==> config.mk <==
export PLATFORM = sky130hd
export DESIGN_NAME = stmp_front
export DESIGN_NICKNAME = d
export VERILOG_FILES = /design/src/hdl/stmp_pkg.sv /design/src/hdl/stmp_front.sv
export SDC_FILE = /design/constraint.sdc
export NUM_CORES = 1
export LEC_CHECK = 0
export ABC_AREA = 1
export BUFFER_PORTS_ARGS = -buffer_cell sky130_fd_sc_hd__buf_4
export CAP_MARGIN = 25
export CORE_MARGIN = 5
export CORE_UTILIZATION = 56
export CTS_CLUSTER_SIZE = 12
export DETAILED_ROUTE_END_ITERATION = 10
export PLACE_DENSITY_LB_ADDON = 0.12
export SKIP_LAST_GASP = 1
export SYNTH_ARGS = -nofsm -noshare
export SYNTH_HDL_FRONTEND = slang
export SYNTH_SLANG_ARGS = --single-unit
==> constraint.sdc <==
create_clock -name i_clk -period 5.1 [get_ports i_clk]
set_clock_uncertainty 0.05 [all_clocks]
set_input_delay 0.765 -clock i_clk [delete_from_list [all_inputs] [get_ports i_clk]]
set_output_delay 0.765 -clock i_clk [all_outputs]
set_load 0.03 [all_outputs]
==> src/hdl/stmp_pkg.sv <==
// Shared types, register codes and the quarter-cosine table function for the mixer.
// No dependencies; used by stmp_front, stmp_back and the top level.
package stmp_pkg;

    // Register indexes on the configuration channel (tracks use indexes below REG_MASTER)
    localparam logic [2:0] REG_MASTER = 3'd4;
    localparam logic [2:0] REG_MODE   = 3'd5;

    localparam int SETTING_BITS = 34;
    localparam int BIT_MUTE     = 32;
    localparam int BIT_SOLO     = 33;

    localparam logic [15:0] UNITY = 16'd32768;

    // pi/2 in Q30
    localparam longint unsigned HALF_PI_Q30 = 64'd1686629713;

    // Taylor divisors (2n+1)(2n+2) for n = 0..7
    localparam longint unsigned TAYLOR_DIV [8] = '{2, 12, 30, 56, 90, 132, 182, 240};

    // Control bits that travel with each queued item
    typedef struct packed {
        logic contrib;
        logic last;
        logic stereo;
    } t_item_ctl;

    // cos(k*pi/2 / 2^bits) in Q1.15, evaluated on constants only
    function automatic logic [15:0] quarter_cos(input int unsigned k, input int unsigned bits);
        longint unsigned x;
        longint unsigned x2;
        longint unsigned term;
        longint          acc;
        x    = (longint'(k) * HALF_PI_Q30 + (64'd1 << (bits - 1))) >> bits;
        x2   = (x * x + (64'd1 << 29)) >> 30;
        term = 64'd1 << 30;
        acc  = longint'(term);
        for (int n = 0; n < 8; n++) begin
            term = ((term * x2) >> 30) / TAYLOR_DIV[n];
            if (n % 2 == 1) begin
                acc = acc + longint'(term);
            end else begin
                acc = acc - longint'(term);
            end
        end
        if (acc < 0) begin
            acc = 0;
        end
        acc = (acc + 16384) >>> 15;
        if (acc > 32768) begin
            acc = 32768;
        end
        return acc[15:0];
    endfunction

endpackage

==> src/hdl/stmp_front.sv <==
// Front end: configuration registers and per-item classification (skip, gain, pan index).
// Depends on stmp_pkg; feeds stmp_queue.
module stmp_front #(
    parameter int TRACK_COUNT    = 4,
    parameter int SAMPLE_BITS    = 24,
    parameter int PAN_TABLE_BITS = 8
) (
    input  logic                        i_clk,
    input  logic                        i_rst_n,
    // configuration write channel
    input  logic                        i_cfg_valid,
    input  logic [2:0]                  i_cfg_index,
    input  logic [33:0]                 i_cfg_data,
    // input item
    input  logic                        i_valid,
    input  logic [1:0]                  i_track,
    input  logic                        i_present,
    input  logic                        i_last,
    input  logic [SAMPLE_BITS-1:0]      i_left,
    input  logic [SAMPLE_BITS-1:0]      i_right,
    input  logic                        i_q_ready,
    output logic                        o_ready,
    // classified item toward the queue
    output logic                        o_push,
    output stmp_pkg::t_item_ctl         o_ctl,
    output logic [15:0]                 o_vol,
    output logic [PAN_TABLE_BITS:0]     o_idx,
    output logic [SAMPLE_BITS-1:0]      o_left,
    output logic [SAMPLE_BITS-1:0]      o_right,
    output logic [15:0]                 o_master
);

    localparam int IDXW  = PAN_TABLE_BITS + 1;
    localparam int STEPS = 1 << PAN_TABLE_BITS;
    localparam int SUMW  = 16 + PAN_TABLE_BITS + 1;

    logic [stmp_pkg::SETTING_BITS-1:0] r_setting [4];
    logic [15:0]                       r_master;
    logic                              r_mode;

    logic [stmp_pkg::SETTING_BITS-1:0] w_set;
    logic                              w_any_solo;
    logic                              w_track_ok;
    logic [15:0]                       w_pan_u;
    logic [SUMW-1:0]                   w_pan_scaled;
    logic [IDXW-1:0]                   w_idx;

    always_ff @(posedge i_clk) begin
        if (!i_rst_n) begin
            for (int k = 0; k < 4; k++) begin
                r_setting[k] <= stmp_pkg::SETTING_BITS'(stmp_pkg::UNITY);
            end
            r_master <= stmp_pkg::UNITY;
            r_mode   <= 1'b1;
        end else if (i_cfg_valid) begin
            if (i_cfg_index < stmp_pkg::REG_MASTER) begin
                r_setting[i_cfg_index[1:0]] <= i_cfg_data;
            end else if (i_cfg_index == stmp_pkg::REG_MASTER) begin
                r_master <= i_cfg_data[15:0];
            end else if (i_cfg_index == stmp_pkg::REG_MODE) begin
                r_mode <= i_cfg_data[0];
            end
        end
    end

    always_comb begin
        w_any_solo = 1'b0;
        for (int k = 0; k < TRACK_COUNT; k++) begin
            w_any_solo = w_any_solo | r_setting[k][stmp_pkg::BIT_SOLO];
        end
    end

    assign w_set      = r_setting[i_track];
    assign w_track_ok = ({1'b0, i_track} < 3'(TRACK_COUNT));

    // pan + 32768 as unsigned, then round to a table step
    assign w_pan_u      = {~w_set[31], w_set[30:16]};
    assign w_pan_scaled = {1'b0, w_pan_u, PAN_TABLE_BITS'(0)} + SUMW'(32768);
    assign w_idx        = (w_pan_scaled[SUMW-1:16] > IDXW'(STEPS)) ? IDXW'(STEPS)
                                                                   : w_pan_scaled[SUMW-1:16];

    assign o_ready = i_q_ready;
    assign o_push  = i_valid & i_q_ready;

    assign o_ctl.contrib = i_present & w_track_ok & ~w_set[stmp_pkg::BIT_MUTE]
                           & ~(w_any_solo & ~w_set[stmp_pkg::BIT_SOLO]);
    assign o_ctl.last    = i_last;
    assign o_ctl.stereo  = r_mode;
    assign o_vol    = (w_set[15:0] > stmp_pkg::UNITY) ? stmp_pkg::UNITY : w_set[15:0];
    assign o_idx    = w_idx;
    assign o_left   = i_left;
    assign o_right  = i_right;
    assign o_master = (r_master > stmp_pkg::UNITY) ? stmp_pkg::UNITY : r_master;

endmodule

Word-level counts from Yosys, hierarchy flattened
Memories as Yosys holds them, arrays and structs flattened. Index checks and enable logic that the tools add are counted. Widths: inputs -> output; s select.

Input port bits: 94. Output and inout port bits: 94. Word-level logic and storage cells: 37. Memory bits (writable): 136. Memories kept: 1. Flip-flop bits (word level): 17.

Memories: r_setting (depth 4, bits a word 34, read ports 5, clocked after memory_dff 0, write ports 4, line stmp_front.sv:37) `logic [stmp_pkg::SETTING_BITS-1:0] r_setting [4];`.

Bitwise gates (word level): 13. Mux-type cells: 11. Equality and inequality tests: 2. $add $sub $neg: 1. Magnitude comparators: 4. Reductions and logical operators: 3.

Operator list (count): $mux 34 (1); $reduce_or 34->1 (1); $gt 16x16->1 const B (2); $mux 16 (2); $add 24x16->25 const B (1); $gt 9x9->1 const B (1); $mux 9 (1); $eq 3x3->1 const B (2); $mux 1 (6); $not 1->1 (6); $and 1x1->1 (4); $reduce_and 4->1 (1); $lt 3x3->1 const B (1); $or 1x1->1 (3); $reduce_and 3->1 (1); $mux 2 (1).

Depth between registers and ports, before layout
Depth in word-level cells: 7. Depth in mapped cells: 15.

Worst setup path after synthesis
No wires, ideal clock.

Path kind: input to register. Start: input i_cfg_valid. End: memory r_setting[3][0] (netlist name), enable pin. Path slack: 1.623 ns. Data required time: 4.597 ns. Cell stages on the path: 4. Data arrival time: 2.974 ns. Cell sequence: inv_1 -> nor2_1 -> inv_1 -> o31ai_1.

RTL lines: start: declaration (line stmp_front.sv:11) `input logic i_cfg_valid,`; end: declaration (line stmp_front.sv:37).

Worst setup path after layout
Start: input i_track[0]. End: output o_vol[5].

Longest elaborated chain between the ends: 3.

Ends and longest elaborated chain: start: declaration (line stmp_front.sv:16) `input logic [1:0] i_track,`; $mem_v2 4x34 (*); $gt 16x16->1 (line stmp_front.sv:89) `assign o_vol = (w_set[15:0] > stmp_pkg::UNITY) ? stmp_pkg::UNITY : w_set[15:0];`; $mux 16 (*) (line stmp_front.sv:89); end: declaration (line stmp_front.sv:26) `output logic [15:0] o_vol,`.

Mark *: on every way between the ends. The rest lies on a longest branch, timed or not.

==> impl_metrics.toml <==
[status]
status = "finished clean"

[grt]
grt_max_degree = 59
track_usage_pct = 22.9
grt-ovfl-total = 0
grt_pass1_vias = 4920
antenna_found_initial = 0
grt_pass1_wl_um = 24100

[place]
dp_slack_ns = 0.980
io_buffers = 82
post-dp-hpwl_um = 9540
finalWeightedCongestion = 0.820

[clock_network]
ctsHoldBuffers = 0
numClockSinks = 125
clk_latency_ns = 0.40
cts-root-buf = "clkbuf_16"
clkTransAtPathRegs_ns = 0.06
cts-htree-levels = 4
clk_path_buf_depth = 2
post-cts-setup-buffers = 0
numCtsBuffers = 17
post_cts_resized = 0
cts_tree = "yes"

[synth]
synth-seq-cells = 125
avgSynthCellArea_sq_um = 8.91
yosysWarnings = 0
netlist_instances = 720
syn-num-nets = 815
syn_area_sq_mm = 0.00642
synth_cell_types = 37
yosysSeqAreaShare_pct = 55.9

[die]
num_rows = 39
die_h_um = 117
core_area_sq_mm = 0.0113
die_w_um = 117
dieArea_sq_mm = 0.0137
io_pins = 188
start_util_pct = 56.7

[run]
max-cap-violations = 0

[setup_path]
start_kind = "primary input"
criticalPathCategory = "in2out"
worstPathMaxFanout = 58
crit_path_end_kind = "output port"
crit_arrival_ns = 3.32
worstPathRequired_ns = 4.28

[sta]
min_period_ns = 4.13
worst_pin_slew_ns = 0.810
fin_ws_ns = 0.966
setup_viol_count_final = 0
maxSlewViolCount = 0
hold_violations = 0
setup_tns_ns = 0
grt_setup_unrepaired = "no"
relSlewSlack_pct = 45.9
timing.fmax_mhz = 242
finalCritPeriodShare_pct = 81.1

[finish]
syn_to_final_growth_pct = 14.3
multi_input_area_sq_mm = 0.00197
nNetsFinal = 843
antenna_cells = 0
seq_area_sq_mm = 0.00358
layout-drive-gt1-share_pct = 19.8
nFillCells = 959

[route]
routedWlPerCell_um = 16.5
wl_um = 14900
drtIter0Drc = 334
drc = 0
firstDrtPassIters = 5
num_vias = 4861
viasPerCell = 5.38
drtAntennaViolNets = 0

[power_and_ir_drop]
vdd_drop_max_v = 0.000250
leakage_nw = 3.07
pwr_density_cell_mw_per_mm2 = 369

[hold_path]
hp-class = "reg2reg"
[logic make-up after synthesis]
family	count (synthesis)	share of synthesized area [%]
compound gates	95	8.60
simple gates	331	21.7
buf+inv	168	13.7
fa+ha+maj	1	0.195
flops	125	55.9
[final timing paths]
kind | start | end | slack [ns] | cells past startpoint
max | i_track[0] | o_vol[5] | 0.97 | 10
min | r_master[15]$_SDFFE_PN1P_ | r_master[15]$_SDFFE_PN1P_ | 0.49 | 2
max reg2reg | r_master[1]$_SDFFE_PN0P_ | r_master[1]$_SDFFE_PN0P_ | 4.37 | 2
min reg2reg | r_master[15]$_SDFFE_PN1P_ | r_master[15]$_SDFFE_PN1P_ | 0.49 | 2
[power by group]
group          switching [mW]  total, mW  internal [mW]
clock                   0.421       1.16          0.736
combinational           0.235      0.351          0.116
sequential             0.0193       1.19           1.17
[per-stage QoR]
| step | cell area (sq um) | utilization [%] | total power, mW | hold WS, ns | instances |
|---|---|---|---|---|---|
| 2_1_floorplan | 6420 | - | 1.51 | 0.415 | 720 |
| 3_3_place_gp | 6740 | 59.5 | 1.55 | 0.458 | 871 |
| 3_5_place_dp | 6740 | 59.5 | 1.56 | 0.480 | 871 |
| 4_1_cts | 7320 | 64.7 | 2.71 | 0.492 | 903 |
| 5_1_grt | 7330 | 64.8 | 2.80 | 0.517 | 904 |
| 6_report | 7330 | 64.8 | 2.70 | 0.490 | 904 |
[cells in the mapped netlist]
cell,number,share of area (%)
nor2_2,3,0.29
nand4_1,6,0.59
buf_6,5,0.88
a21oi_1,22,1.7
nand2_4,1,0.18
o21ai_1,2,0.16
nor2_1,183,11
inv_1,77,4.5
or2_0,1,0.098
and2_1,1,0.098
o31ai_1,1,0.12
nor2_4,2,0.35
buf_1,2,0.12
o22ai_1,1,0.098
edfxtp_1,108,51
nor4_4,1,0.33
nor3_1,2,0.16
a32o_1,1,0.16
nand2_1,94,5.5
clkbuf_1,15,0.88
nand3_2,3,0.47
clkinv_1,2,0.12
dfxtp_1,17,5.3
nor4_1,3,0.29
buf_4,52,6.1
nand3_1,20,1.6
ha_1,1,0.19
o22a_1,13,1.8
clkbuf_2,1,0.078
nand2_2,11,1.1
a21boi_2,1,0.18
o211ai_1,1,0.12
buf_2,10,0.78
o311ai_0,2,0.27
a31oi_1,2,0.19
inv_2,4,0.23
o21ai_0,49,3.8
[worst max-delay path, cell delays in order]
cell and delay [ns]:
buf_4 0.29, inv_2 0.41, buf_4 0.32, o21ai_0 0.11, o22a_1 0.25, nand4_1 0.11
nor2_1 0.10, a21boi_2 0.59, nor2_1 0.13, buf_4 0.21
[cell usage in the layout, fill, tap and decap left out, drive strengths merged]
master,netlist,layout
ha,1,1
o22a,13,13
clkinvlp,0,4
bufinv,0,1
a21oi,22,22
nor3,2,2
nand3,23,23
or2,1,1
o21ai,51,51
clkbuf,16,22
clkinv,2,7
a21boi,1,1
inv,81,81
edfxtp,108,108
a31oi,2,2
dfxtp,17,17
o311ai,2,2
nor4,4,4
o31ai,1,1
nor2,188,188
and2,1,1
a32o,1,1
o22ai,1,1
o211ai,1,1
nand2,106,106
nand4,6,6
buf,69,94
[metal layers]
metal,global-route usage (%),vias to the layer above,wire (um)
li1,-,2351,-
met1,26.8,2304,5890
met2,40.0,164,7570
met3,5.96,42,1060
met4,9.63,0,358
met5,0,-,0
[cell type report]
class,count,area share [%]
clock buffers,22,6.78
clock inverters,10,1.16
inverters,83,4.25
multi-input cells,427,26.9
flip-flops and latches,125,48.9
well taps,143,2.44
repair buffers,94,9.63
[sequential cells by signal, summed over array words and instances, names as in the netlist]
name	flops
r_setting	108
r_master	16
r_mode	1
Power figures use the tool's default switching activity.
