--- src/hdl/stmp_queue.sv ---
// Two-entry queue that decouples classification from the multiply-accumulate back end.
// No dependencies.
module stmp_queue #(
    parameter int WIDTH = 8
) (
    input  logic             i_clk,
    input  logic             i_rst_n,
    input  logic             i_push,
    input  logic [WIDTH-1:0] i_data,
    output logic             o_ready,
    input  logic             i_pop,
    output logic             o_valid,
    output logic [WIDTH-1:0] o_data
);

    logic [WIDTH-1:0] r_mem [2];
    logic             r_wptr;
    logic             r_rptr;
    logic [1:0]       r_count;

    assign o_ready = (r_count != 2'd2);
    assign o_valid = (r_count != 2'd0);
    assign o_data  = r_mem[r_rptr];

    always_ff @(posedge i_clk) begin
        if (!i_rst_n) begin
            r_wptr  <= 1'b0;
            r_rptr  <= 1'b0;
            r_count <= 2'd0;
        end else begin
            if (i_push) begin
                r_mem[r_wptr] <= i_data;
                r_wptr        <= ~r_wptr;
            end
            if (i_pop) begin
                r_rptr <= ~r_rptr;
            end
            r_count <= r_count + 2'(i_push) - 2'(i_pop);
        end
    end

endmodule

--- config.mk ---
export PLATFORM = sky130hd
export DESIGN_NAME = stmp_queue
export DESIGN_NICKNAME = d
export VERILOG_FILES = /design/src/hdl/stmp_queue.sv
export SDC_FILE = /design/constraint.sdc
export NUM_CORES = 1
export LEC_CHECK = 0
export ABC_AREA = 0
export BUFFER_PORTS_ARGS = -buffer_cell sky130_fd_sc_hd__buf_2
export CORE_AREA = 3 3 47 49
export DETAILED_ROUTE_END_ITERATION = 6
export DIE_AREA = 0 0 50 52
export GPL_ROUTABILITY_DRIVEN = 0
export PLACE_DENSITY = 0.7
export SYNTH_ARGS = -nofsm -noshare
export SYNTH_HDL_FRONTEND = slang
export SYNTH_SLANG_ARGS = --single-unit
--- constraint.sdc ---
create_clock -name i_clk -period 1.3 [get_ports i_clk]
set_clock_uncertainty 0.2 [all_clocks]
set_input_delay 0.13 -clock i_clk [delete_from_list [all_inputs] [get_ports i_clk]]
set_output_delay 0.13 -clock i_clk [all_outputs]
set_load 0.01 [all_outputs]
* Yosys cells after proc, flatten, opt, wreduce, memory -nomap -nowiden
Memory sizes are Yosys's and may differ from the RTL's. A register that Yosys moved wholly into a read port is not among the register bits. Index checks and enable logic that the tools add are counted.
Cells by class: $add $sub $neg 2, bitwise gates (word level) 2, mux-type cells 5, eq/ne operators 1, reduce and logical (&&, ||, !) cells 1
Operator list (count):
- 2-to-1 mux 1 bit | 5
- adder 2 x 1 -> 2 bit | 1
- inequality test 2 bit (second input constant) | 1
- inverter 1 bit | 2
- nonzero test 2 bit | 1
- subtractor 2 x 1 -> 2 bit | 1
Storage, ports and cells: RAM bits 16, output and inout bits 10, flip-flop bits (word level) 4, input bits 12, word-level logic and storage cells 15, memories 1
Memory list:
- r_mem | words 2, width 8, read ports 1, clocked after Yosys merged registers in 1, write ports 1, line 16 | logic [WIDTH-1:0] r_mem [2];

* Longest topological paths before layout
Gate-level depths: netlist (run 1).
depth in word-level cells 3, mapped depth 6, gate-level depth less buffers 6

* Least setup slack after synthesis (run 1)
No wires, ideal clock.
kind reg2reg, from reg r_count[0], to reg r_count[1], cell stages (with the launch flop) 7, clock period less this slack 1.348 ns, setup time 0.114 ns, buffers on the path 0, path slack -0.048 ns, data required time 0.986 ns, arrival 1.034 ns, path through dfxtp_1 > inv_1 > ha_1 > inv_1 > ha_1 > xnor3_1 > nor2b_2
Between the ends: word-level cells in the longest chain between the ends 2
Ends and longest elaborated chain:
- start: declaration | line 19 | logic [1:0] r_count;
- start signal: assignment | line 38 | r_count <= r_count + 2'(i_push) - 2'(i_pop);
- adder 2 x 1 -> 2 bit | line 38
- subtractor 2 x 1 -> 2 bit | line 38
Every way passes these cells. A chain may end at the register's enable or synchronous reset.

==> summary.md, run 1 <==
| Metric | Value |
|---|---|
| Synth-to-Final Area Change | 57.5% |
| Remaining DRCs | 0 |
| Status | complete, but fails checks |
| Largest net degree at the start of global routing | 12 |
| Main synth FF type | edfxtp_1 |
| Commonest cells post-synth | edfxtp_1 (16), mux2_2 (8), dfxtp_1 (5), and2_1 (4) |
| Fin crit share | 118% |
| Share of layout cells above drive strength 1 | between 50 and 60% |
| Slew at the pin with the worst max-slew slack | between 0.1 and 0.15 ns |
| Avg WL per Cell | approximately 12 um |
| Fillers | roughly 140 |
| Slowest-stage cell, CP | dfxtp_2 |
| Reg2reg end | r_count[1] |
| Max-Cap Viols | 0 |
| IO buf count | 21 |
| Crit-path max FO | 8 |
| Die Wd | 50 um |
| Count leader, synth | edfxtp_1 |
| Worst hold stages | 3 |
| Antenna Nets Post-Route | 0 |
| Non-filler instance count after layout | approximately 110 |
| Min setup slack post-route | -0.232 ns |
| Post-synth EDFFs | 16 |
| Synth warn | 0 |
| Final instance area | around 1300 um^2 |
| Min Tclk post-route | ~1.5 ns |
| Total grt overflow | 0 |
| Initial antenna violation count | 0 |
| Async SR Flop Fraction | 0% |
| Worst min path class | input pin to flop |
| Sequential-to-total area share from yosys stat | 72.0% |
| Clock latency at the later pin of the worst-skew pair | a little under 0.3 ns |
| Die area | 2600 um^2 |
| Hold slack final | approximately 0.031 ns |
| TritonRoute pass-1 iters | 2 |
| Clock-pin slew on the worst setup and hold paths | roughly 0.1 ns |
| Multi-input gate area | between 200 and 300 um^2 |
| CTS Buffer Depth | 2 |
| Library cells used by synthesis | 14 |
| FP Rows | 16 |
| Worst Hold End | r_wptr |
| Post-Syn Nets | 61 |
| Number of diodes | 0 |
| WP data arrival | 1.20 ns |
| Via density | roughly 4.6 |
| Worst setup SP type | flop |
| CP peak stage delay | 0.35 ns |
| Global-route wire length before repair | roughly 2.2 mm |
| Peak VDD IR | approximately 0.0010 V |
| Vias in the first global route | 503 |
| Highest Clock Rate | about 0.65 GHz |
| Synth top area share | between 50% and 60% |
| CTS Sinks | 21 |
| Cell taking the most area after synthesis | edfxtp_1 |
| Synth area leaders | edfxtp_1 (60%), dfxtp_1 (12%), mux2_2 (11%), and2_1 (3.1%), ha_1 (3.1%) |
| Worst hold start | i_push |
| Kind of end point of the critical path | output pin |
| Core Box Area | about 1900 um^2 |
| Final net count | about 100 |
| Total GRT Usage | approximately 12% |
| 1st-iter DRT viols | 6 |
| I/O pin cnt | 22 |
| Starting Density | a little over two fifths |
| Buf/Inv on CP | 2 |
| Clock power share | 19.6% |
| CP Class | flop to output pin |
| Worst path cell trace | buf_12 -> mux2_4 -> buf_6 |
| DP Cell Count | 97 |
| R2R Setup Slk | -0.08 ns |
| Slew margin rel. | between 90% and 100% |
| Via count | between 500 and 600 |
| Worst path required time | about 0.97 ns |
| Die Ht | approximately 52 um |
| Seq cells post-synth | 21 |
| Pint | roughly 1.2 mW |
| Leak | between 0.5 and 0.6 nW |
| RSZ-0062 raised after global routing | true |
| # setup viols final | 11 |
| CTS tree | done |
| Hold violation count in the final report | 0 |
| H-tree levels | 1 |
| Clock Root Buffer | clkbuf_4 |
| Register area | around 600 um^2 |
| R2r worst-path depth | 6 |
| Mapped Cells | 47 |
| Avg Inst Size Synth | 17.1 um^2 |
| TritonCTS Buffers | 3 |
| Pre-CTS WS | -0.0993 ns |
| Crit Reg-Reg Startpoint | r_count[0] |
| Comb power frac | about 27% |
| Switching pwr | 0.340 mW |
| Pwr dens | around 1200 nW/um^2 |
| Area of the mapped netlist | 806 um^2 |
| Sequential power share | 52.9% |
| Routed wire length | around 1.4 mm |
| DP Area | 987 um^2 |
| Critical path's top delay family | flip-flops |
| Failing checks | negative setup slack |
| Pins Over Slew Limit | 0 |
| Switching Share | 22.8% |
[tightest hold or removal path, delay by kind of cell]
kind	cells	cell delay [ns]
AND/OR/NAND/NOR	1	0.14
XOR/XNOR	1	0.07
buffers and inverters	1	0.14
[cells by family (layout without fill, tap and decap cells)]
kind of cell	count (synthesis)	after routing	synth area share (%)
flops	21	21	72.1
simple gates	10	10	7.14
buf+inv	3	42	1.55
fa+ha+maj	2	2	3.11
mux	8	8	11.2
xor+xnor	3	3	4.97
[through the flow]
stage               total power [mW]  TNS [ns]  util [%]
floorplan                      0.940   -0.0605         -
global placement                1.03   -0.0771      51.9
detailed placement              1.04    -0.156      51.9
CTS                             1.46     -2.09      65.1
global route                    1.58     -2.61      66.7
finish                          1.49     -1.94      66.7
[sequential cells by signal, indices dropped and copies added, names as in the netlist, named ones only]
signal   cells
r_rptr       1
r_mem       16
r_count      2
r_wptr       1
[per-layer routing]
| metal | wire length [um] | up-vias | GRT usage, % |
|---|---|---|---|
| met5 | 0 | - | 0 |
| li1 | - | 249 | - |
| met1 | 502 | 245 | 12.8 |
| met4 | 26 | 0 | 8.29 |
| met2 | 741 | 19 | 20.7 |
| met3 | 85 | 4 | 3.44 |
[layout by cell type (no fill, tap or decap)]
master	synthesis	routed
and2_4	0	1
or2_4	0	1
dlygate4sd3_1	0	10
inv_2	0	1
nor2b_2	1	1
nand2_4	0	1
buf_4	0	2
clkbuf_4	0	3
xor2_1	2	2
dfxtp_1	5	2
nand2_1	2	1
buf_6	0	11
and3_1	1	1
edfxtp_1	16	16
inv_4	0	1
xnor3_1	1	1
clkbuf_1	0	1
buf_12	0	2
dfxtp_2	0	3
buf_2	1	11
nor2_1	1	1
mux2_4	0	8
and2_1	4	3
ha_4	0	2
[power by group through the flow]
| stage | Sequential [mW] | Clock, mW | Combinational (mW) |
|---|---|---|---|
| CTS | 0.790 | 0.309 | 0.362 |
| floorplan | 0.796 | 0 | 0.145 |
| finish | 0.790 | 0.293 | 0.409 |
| global route | 0.794 | 0.340 | 0.444 |
| global placement | 0.799 | 0 | 0.229 |
| detailed placement | 0.803 | 0 | 0.237 |
[layout make-up]
| type | count | share of cell area, % |
|---|---|---|
| clock buffer | 4 | 2.07 |
| inverter | 2 | 0.789 |
| multi-input combinational | 23 | 22.1 |
| sequential | 21 | 46.1 |
| tap | 27 | 2.66 |
| timing repair buffer | 36 | 26.3 |
[timing repair]
| action | CTS | global route |
|---|---|---|
| gates resized for setup | 26 | 6 |
| pin swaps | 2 | 1 |
| endpoints found under the hold margin | 21 | 0 |
| setup buffers | 1 | 1 |
| cloned | 0 | 0 |
| endpoints found under the setup margin | 11 | 12 |
| hold buffers | 10 | 0 |
[worst max-delay path by stage]
stage	startpoint	cells after the start	endpoint	slack [ns]
detailed placement	r_count[0]	6	r_count[1]	-0.1
finish	flop	3	o_data[4]	-0.23
global placement	r_count[0]	6	r_count[1]	-0.06
global route	flop	3	o_data[4]	-0.29
floorplan	r_count[0]	6	r_count[1]	-0.05
CTS	flop	3	o_data[6]	-0.25
Note: power is estimated with default switching activity, not from simulation.
==> run 2, diff against run 1 <==
--- a/config.mk
+++ b/config.mk
@@ -7,11 +7,13 @@
 export LEC_CHECK = 0
 export ABC_AREA = 0
 export BUFFER_PORTS_ARGS = -buffer_cell sky130_fd_sc_hd__buf_2
-export CORE_AREA = 3 3 47 49
+export CELL_PAD_IN_SITES_DETAIL_PLACEMENT = 1
+export CELL_PAD_IN_SITES_GLOBAL_PLACEMENT = 2
+export CORE_AREA = 3 3 55 57
 export DETAILED_ROUTE_END_ITERATION = 6
-export DIE_AREA = 0 0 50 52
+export DIE_AREA = 0 0 58 60
 export GPL_ROUTABILITY_DRIVEN = 0
-export PLACE_DENSITY = 0.7
+export PLACE_DENSITY_LB_ADDON = 0.1
 export SYNTH_ARGS = -nofsm -noshare
 export SYNTH_HDL_FRONTEND = slang
 export SYNTH_SLANG_ARGS = --single-unit
==> run 2 against run 1 <==
  * The flow still finishes with violations (negative setup slack)
  * Routed wire length up 24%
  * Non-clock buffer count grew 2
  * Final cell count increased by 4.4%
  * Sequential power barely moved
  * Total power is 0.71% higher
  * First-iteration DRC count up 33%
  * Combinational power hardly changed
  * Critical path type unchanged
  * Flip-flop and latch count stayed put
==> summary.md, run 2 (synthesis gave the netlist of run 1 again) <==
| Metric | Value |
|---|---|
| CP peak stage delay | 0.36 ns (was 0.35 ns) |
| Top reg by flops | r_mem (unchanged) |
| Starting Density | 31.9% (was 42.4%) |
| DP Cell Count | 102 (was 97) |
| Clock Root Buffer | clkbuf_4 (unchanged) |
| Die Ht | 60 um (was 52 um) |
| Final net count | 103 (was 101) |
| Total GRT Usage | 11.0% (was 12.1%) |
| # setup viols final | 10 (was 11) |
| Avg WL per Cell | 14.3 um (was 12.0 um) |
| Pins Over Slew Limit | 0 (unchanged) |
| Die Wd | 58 um (was 50 um) |
| Met3 wire len | 74 um (was 85 um) |
| Peak VDD IR | 0.000550 V (was 0.00104 V) |
| CTS Sinks | 21 (unchanged) |
| Die area | 3480 um^2 (was 2600 um^2) |
| Min setup slack post-route | -0.243 ns (was -0.232 ns) |
| Final instance area | 1280 um^2 (was 1270 um^2) |
| Clock-pin slew on the worst setup and hold paths | 0.11 ns (was 0.10 ns) |
| Highest Clock Rate | 0.648 GHz (was 0.653 GHz) |
| Non-filler instance count after layout | 118 (was 113) |
| Top Layer Used | met3 (was met4) |
| Initial antenna violation count | 0 (unchanged) |
| Via density | 4.35 (was 4.58) |
| Pwr dens | 1170 nW/um^2 (was 1180 nW/um^2) |
| I/O pin cnt | 22 (unchanged) |
| Core Box Area | 2520 um^2 (was 1900 um^2) |
| H-tree levels | 1 (unchanged) |
| Leak | 0.533 nW (was 0.525 nW) |
| Max reg flops | 16 (unchanged) |
| Worst path cell trace | buf_6 -> mux2_4 -> buf_6 (was buf_12 -> mux2_4 -> buf_6) |
| Slowest-stage cell, CP | dfxtp_2 (unchanged) |
| Hold violation count in the final report | 0 (unchanged) |
| Crit-path max FO | 5 (was 8) |
| Most used cell, CP | buf_6 |
| Status | complete, but fails checks (unchanged) |
| IO buf count | 21 (unchanged) |
| Synth-to-Final Area Change | 58.9% (was 57.5%) |
| Global-route wire length before repair | 2.68 mm (was 2.21 mm) |
| Max-Cap Viols | 0 (unchanged) |
| Largest net degree at the start of global routing | 12 (unchanged) |
| Commonest non-fill, non-tap cell in the layout | edfxtp_1 (unchanged) |
| Share of layout cells above drive strength 1 | 56.8% (was 55.8%) |
| Slew margin rel. | 86.8% (was 90.1%) |
| Slew at the pin with the worst max-slew slack | 0.198 ns (was 0.148 ns) |
| Vias in the first global route | 562 (was 503) |
| Worst path required time | 0.97 ns (about the same) |
| FP Rows | 18 (was 16) |
| DP Area | 993 um^2 (was 987 um^2) |
| Kind of end point of the critical path | output pin (unchanged) |
| RSZ-0062 raised after global routing | true (unchanged) |
| Met1 WL | 627 um (was 502 um) |
| TritonRoute pass-1 iters | 2 (unchanged) |
| Met2 WL | 985 um (was 741 um) |
| Buf/Inv on CP | 2 (unchanged) |
| Worst setup SP type | flop (unchanged) |
| CTS tree | done (unchanged) |
| Core Util, Final | 50.7% (was 66.7%) |
| 1st-iter DRT viols | 8 (was 6) |
| Failing checks | negative setup slack (unchanged) |
| CP Class | flop to output pin (unchanged) |
| Total grt overflow | 0 (unchanged) |
| Clock latency at the later pin of the worst-skew pair | 0.29 ns (about the same) |
| Commonest cells after routing, fill and taps aside | edfxtp_1 (16), buf_6 (13), buf_2 (11) (was edfxtp_1 (16), buf_2 (11), buf_6 (11)) |
| Via count | 513 (was 517) |
| Fillers | 266 (was 143) |
| WP data arrival | 1.21 ns (was 1.20 ns) |
| Fin crit share | 119% (was 118%) |
| Largest regs | r_mem: 16 flops, r_count: 2 flops (unchanged) |
| Remaining DRCs | 0 (unchanged) |
| Worst min path class | input pin to flop (unchanged) |
| Antenna Nets Post-Route | 0 (unchanged) |
| Min Tclk post-route | 1.54 ns (was 1.53 ns) |
| Routed wire length | 1.69 mm (was 1.36 mm) |
| TritonCTS Buffers | 3 (unchanged) |
| Number of diodes | 0 (unchanged) |
| CTS Buffer Depth | 2 (unchanged) |
| Detailed Place HPWL | around 1.1 mm |
| Critical path's top delay family | flip-flops (unchanged) |
run 2: final timing paths:
kind,cells past startpoint,start,slack [ns],end
min reg2reg,2,r_rptr,0.39,flop
max,3,flop,-0.24,o_data[6]
min,3,i_push,0.03,r_count[0]
max reg2reg,6,r_count[0],-0.08,r_count[1]
run 2: per-stage QoR:
stage	worst slack, ns	hold WS (ns)	power, mW	TNS [ns]
6_report	-0.243	0.0346	1.50	-1.94
4_1_cts	-0.266	0.0143	1.51	-2.15
5_1_grt	-0.320	0.0134	1.60	-2.74
3_3_place_gp	-0.0778	0.119	1.04	-0.129
2_1_floorplan	-0.0478	0.0289	0.940	-0.0605
3_5_place_dp	-0.125	0.123	1.05	-0.180
run 2: layout make-up:
cell class	count	area [um^2]	share of cell area, %
multi-input combinational	23	280	21.9
clock buffer	4	26.3	2.05
tap	30	37.5	2.93
sequential	21	584	45.6
timing repair buffer	38	344	26.9
inverter	2	7.51	0.587
run 2: where the power goes:
part	switching [mW]	total, mW	internal [mW]
registers	0.0204	0.790	0.770
logic	0.150	0.411	0.261
clock network	0.181	0.301	0.119
run 2: metal layers:
layer	global-route usage (%)	up-vias
met2	20.3	13
li1	-	251
met5	0	-
met1	11.5	249
met4	3.97	0
met3	3.89	0
run 2: timing repair:
item | CTS | global route
endpoints found under the setup margin | 11 | 12
pin swaps | 2 | 2
endpoints found under the hold margin | 21 | 1
resized for setup | 31 | 2
hold buffers | 9 | 1
buffers inserted | 2 | 0
run 2: worst reg2reg max path: cells and delay by family, from the launching register on:
kind | cells | cell delay, ns
fa+ha+maj | 2 | 0.39
flops | 1 | 0.35
xor+xnor | 1 | 0.19
simple gates | 1 | 0.11
buf+inv | 2 | 0.08
==> run 3, diff against run 2 <==
--- a/config.mk
+++ b/config.mk
@@ -9,9 +9,9 @@
 export BUFFER_PORTS_ARGS = -buffer_cell sky130_fd_sc_hd__buf_2
 export CELL_PAD_IN_SITES_DETAIL_PLACEMENT = 1
 export CELL_PAD_IN_SITES_GLOBAL_PLACEMENT = 2
-export CORE_AREA = 3 3 55 57
+export CORE_AREA = 8 8 60 62
 export DETAILED_ROUTE_END_ITERATION = 6
-export DIE_AREA = 0 0 58 60
+export DIE_AREA = 0 0 68 70
 export GPL_ROUTABILITY_DRIVEN = 0
 export PLACE_DENSITY_LB_ADDON = 0.1
 export SYNTH_ARGS = -nofsm -noshare
==> run 3 against run 2 <==
  * Total power decreased by 2.4%
  * The flow still finishes with violations (negative setup slack)
  * Largest cell class unchanged
  * Maximum frequency shrank 0.55%
  * Via count down 0.78%
  * Sequential power increased by 0.6%
  * Sequential share of layout area grew 1.4 points
  * First-iteration DRC count fell by 88%
  * Setup slack worse by 0.0085 ns
==> summary.md, run 3 (synthesis gave the netlist of run 1 again) <==
| Metric | Value |
|---|---|
| Worst hold stages | 3 (unchanged) |
| 1st-iter DRT viols | 1 (was 8) |
| Setup Total Neg Slack | -2.02 ns (was -1.94 ns) |
| TritonRoute pass-1 iters | 5 (was 2) |
| Largest net degree at the start of global routing | 12 (unchanged) |
| Hold violation count in the final report | 0 (unchanged) |
| Multi-input gate area | 275 um^2 (was 280 um^2) |
| Global-route wire length before repair | 2.65 mm (was 2.68 mm) |
| Vias in the first global route | 582 (was 562) |
| Hold slack final | 0.0208 ns (was 0.0346 ns) |
| Pre-CTS WS | -0.0995 ns (was -0.125 ns) |
| R2r worst-path depth | 6 (unchanged) |
| Synth-to-Final Area Change | 54.2% (was 58.9%) |
| CTS Buffer Depth | 2 (unchanged) |
| Worst min path class | input pin to flop (unchanged) |
| WP data arrival | 1.22 ns (was 1.21 ns) |
| Min setup slack post-route | -0.252 ns (was -0.243 ns) |
| Setup bufs post-CTS | 0 (was 2) |
| TritonCTS Buffers | 3 (unchanged) |
| Via count | 509 (was 513) |
| Fillers | 269 (was 266) |
| Most used cell, CP | buf_6 (unchanged) |
| I/O pin cnt | 22 (unchanged) |
| Min Tclk post-route | 1.55 ns (was 1.54 ns) |
| Worst setup SP type | flop (unchanged) |
| Met1 WL | 625 um (was 627 um) |
| Number of diodes | 0 (unchanged) |
| Via density | 4.35 (about the same) |
| Max reg flops | 16 (unchanged) |
| Avg WL per Cell | 13.6 um (was 14.3 um) |
| Kind of end point of the critical path | output pin (unchanged) |
| Crit-path max FO | 5 (unchanged) |
| Routed wire length | 1.59 mm (was 1.69 mm) |
| Total grt overflow | 0 (unchanged) |
| Pins Over Slew Limit | 0 (unchanged) |
| CTS Sinks | 21 (unchanged) |
| Core Box Area | 2660 um^2 (was 2520 um^2) |
| Leak | 0.517 nW (was 0.533 nW) |
| # setup viols final | 10 (unchanged) |
| Max-Cap Viols | 0 (unchanged) |
| Slew at the pin with the worst max-slew slack | 0.151 ns (was 0.198 ns) |
| CTS tree | done (unchanged) |
| Highest Clock Rate | 0.644 GHz (was 0.648 GHz) |
| Die area | 4760 um^2 (was 3480 um^2) |
| Clock Root Buffer | clkbuf_4 (unchanged) |
| Pwr dens | 1180 nW/um^2 (was 1170 nW/um^2) |
| Clock-pin slew on the worst setup and hold paths | 0.11 ns (about the same) |
| Die Wd | 68 um (was 58 um) |
| CP Class | flop to output pin (unchanged) |
| Worst path cell trace | buf_6 -> mux2_4 -> buf_6 (unchanged) |
| Final net count | 101 (was 103) |
| Clock latency at the later pin of the worst-skew pair | 0.30 ns (was 0.29 ns) |
| Failing checks | negative setup slack (unchanged) |
| Register area | 584 um^2 (unchanged) |
| Slowest-stage cell, CP | dfxtp_2 (unchanged) |
| Peak VDD IR | 0.000521 V (was 0.000550 V) |
| Met2 WL | 812 um (was 985 um) |
| Top Layer Used | met4 (was met3) |
| H-tree levels | 1 (unchanged) |
| Fin crit share | 119% (about the same) |
| Antenna Nets Post-Route | 0 (unchanged) |
| Top reg by flops | r_mem (unchanged) |
| RSZ-0062 raised after global routing | true (unchanged) |
| Largest regs | r_mem: 16 flops, r_count: 2 flops (unchanged) |
| Initial antenna violation count | 0 (unchanged) |
| CP peak stage delay | 0.36 ns (about the same) |
| Die Ht | 70 um (was 60 um) |
| IO buf count | 21 (unchanged) |
| FP Rows | 19 (was 18) |
| Commonest cells after routing, fill and taps aside | edfxtp_1 (16), buf_6 (12), buf_2 (11) (was edfxtp_1 (16), buf_6 (13), buf_2 (11)) |
| Remaining DRCs | 0 (unchanged) |
| Detailed Place HPWL | 1.13 mm (was 1.06 mm) |
| Commonest non-fill, non-tap cell in the layout | edfxtp_1 (unchanged) |
| Worst path required time | 0.97 ns (about the same) |
| Total GRT Usage | 7.39% (was 11.0%) |
| Status | complete, but fails checks (unchanged) |
| Share of layout cells above drive strength 1 | 57.0% (was 56.8%) |
| Met3 wire len | 113 um (was 74 um) |
| Starting Density | 30.3% (was 31.9%) |
| Slew margin rel. | 89.9% (was 86.8%) |
run 3: cell count changes in the layout (fill, tap and decap cells not counted), sizes merged:
cell         before  now
buf              28   27
dlygate4sd3      10    9
run 3: final timing paths:
path	from	to	slack [ns]
max	flop	o_data[0]	-0.25
max reg2reg	r_count[0]	r_count[1]	-0.06
min reg2reg	r_rptr	flop	0.39
min	i_push	r_wptr	0.02
run 3: layer usage:
layer	vias to the layer above	global-route usage (%)
li1	243	-
met1	248	7.82
met2	13	12.1
met3	5	2.23
met4	0	4.78
met5	-	0
run 3: cell type report:
class / instances / area share, %
clock buffers: 4 / 2.11
flip-flops and latches: 21 / 47.0
well taps: 31 / 3.12
repair buffers: 36 / 25.0
multi-input cells: 23 / 22.2
inverters: 2 / 0.604
run 3: report_power, final:
group | switching (mW) | internal (mW)
registers | 0.0251 | 0.770
clock network | 0.192 | 0.120
logic | 0.127 | 0.234
run 3: through the flow:
| stage | util [%] | instance area (um^2) | power [mW] | std cells |
|---|---|---|---|---|
| 6_report | 46.7 | 1240 | 1.47 | 117 |
| 5_1_grt | 46.7 | 1240 | 1.55 | 117 |
| 4_1_cts | 46.2 | 1230 | 1.47 | 117 |
| 3_5_place_dp | 37.2 | 990 | 1.04 | 104 |
| 3_3_place_gp | 37.2 | 990 | 1.04 | 104 |
| 2_1_floorplan | - | 806 | 0.940 | 47 |
run 3: worst max-delay path: cells and delay by family (launching register included):
| kind | cells | cell delay (ns) |
|---|---|---|
| multiplexers | 1 | 0.31 |
| buffers and inverters | 2 | 0.25 |
| flip-flops | 1 | 0.36 |
run 3: timing repair:
| action | 4_1_cts | 5_1_grt |
|---|---|---|
| hold buffers | 9 | 0 |
| hold endpoints to repair | 21 | 0 |
| gates resized for setup | 28 | 3 |
| endpoints found under the setup margin | 11 | 12 |
| pin swaps | 1 | 1 |
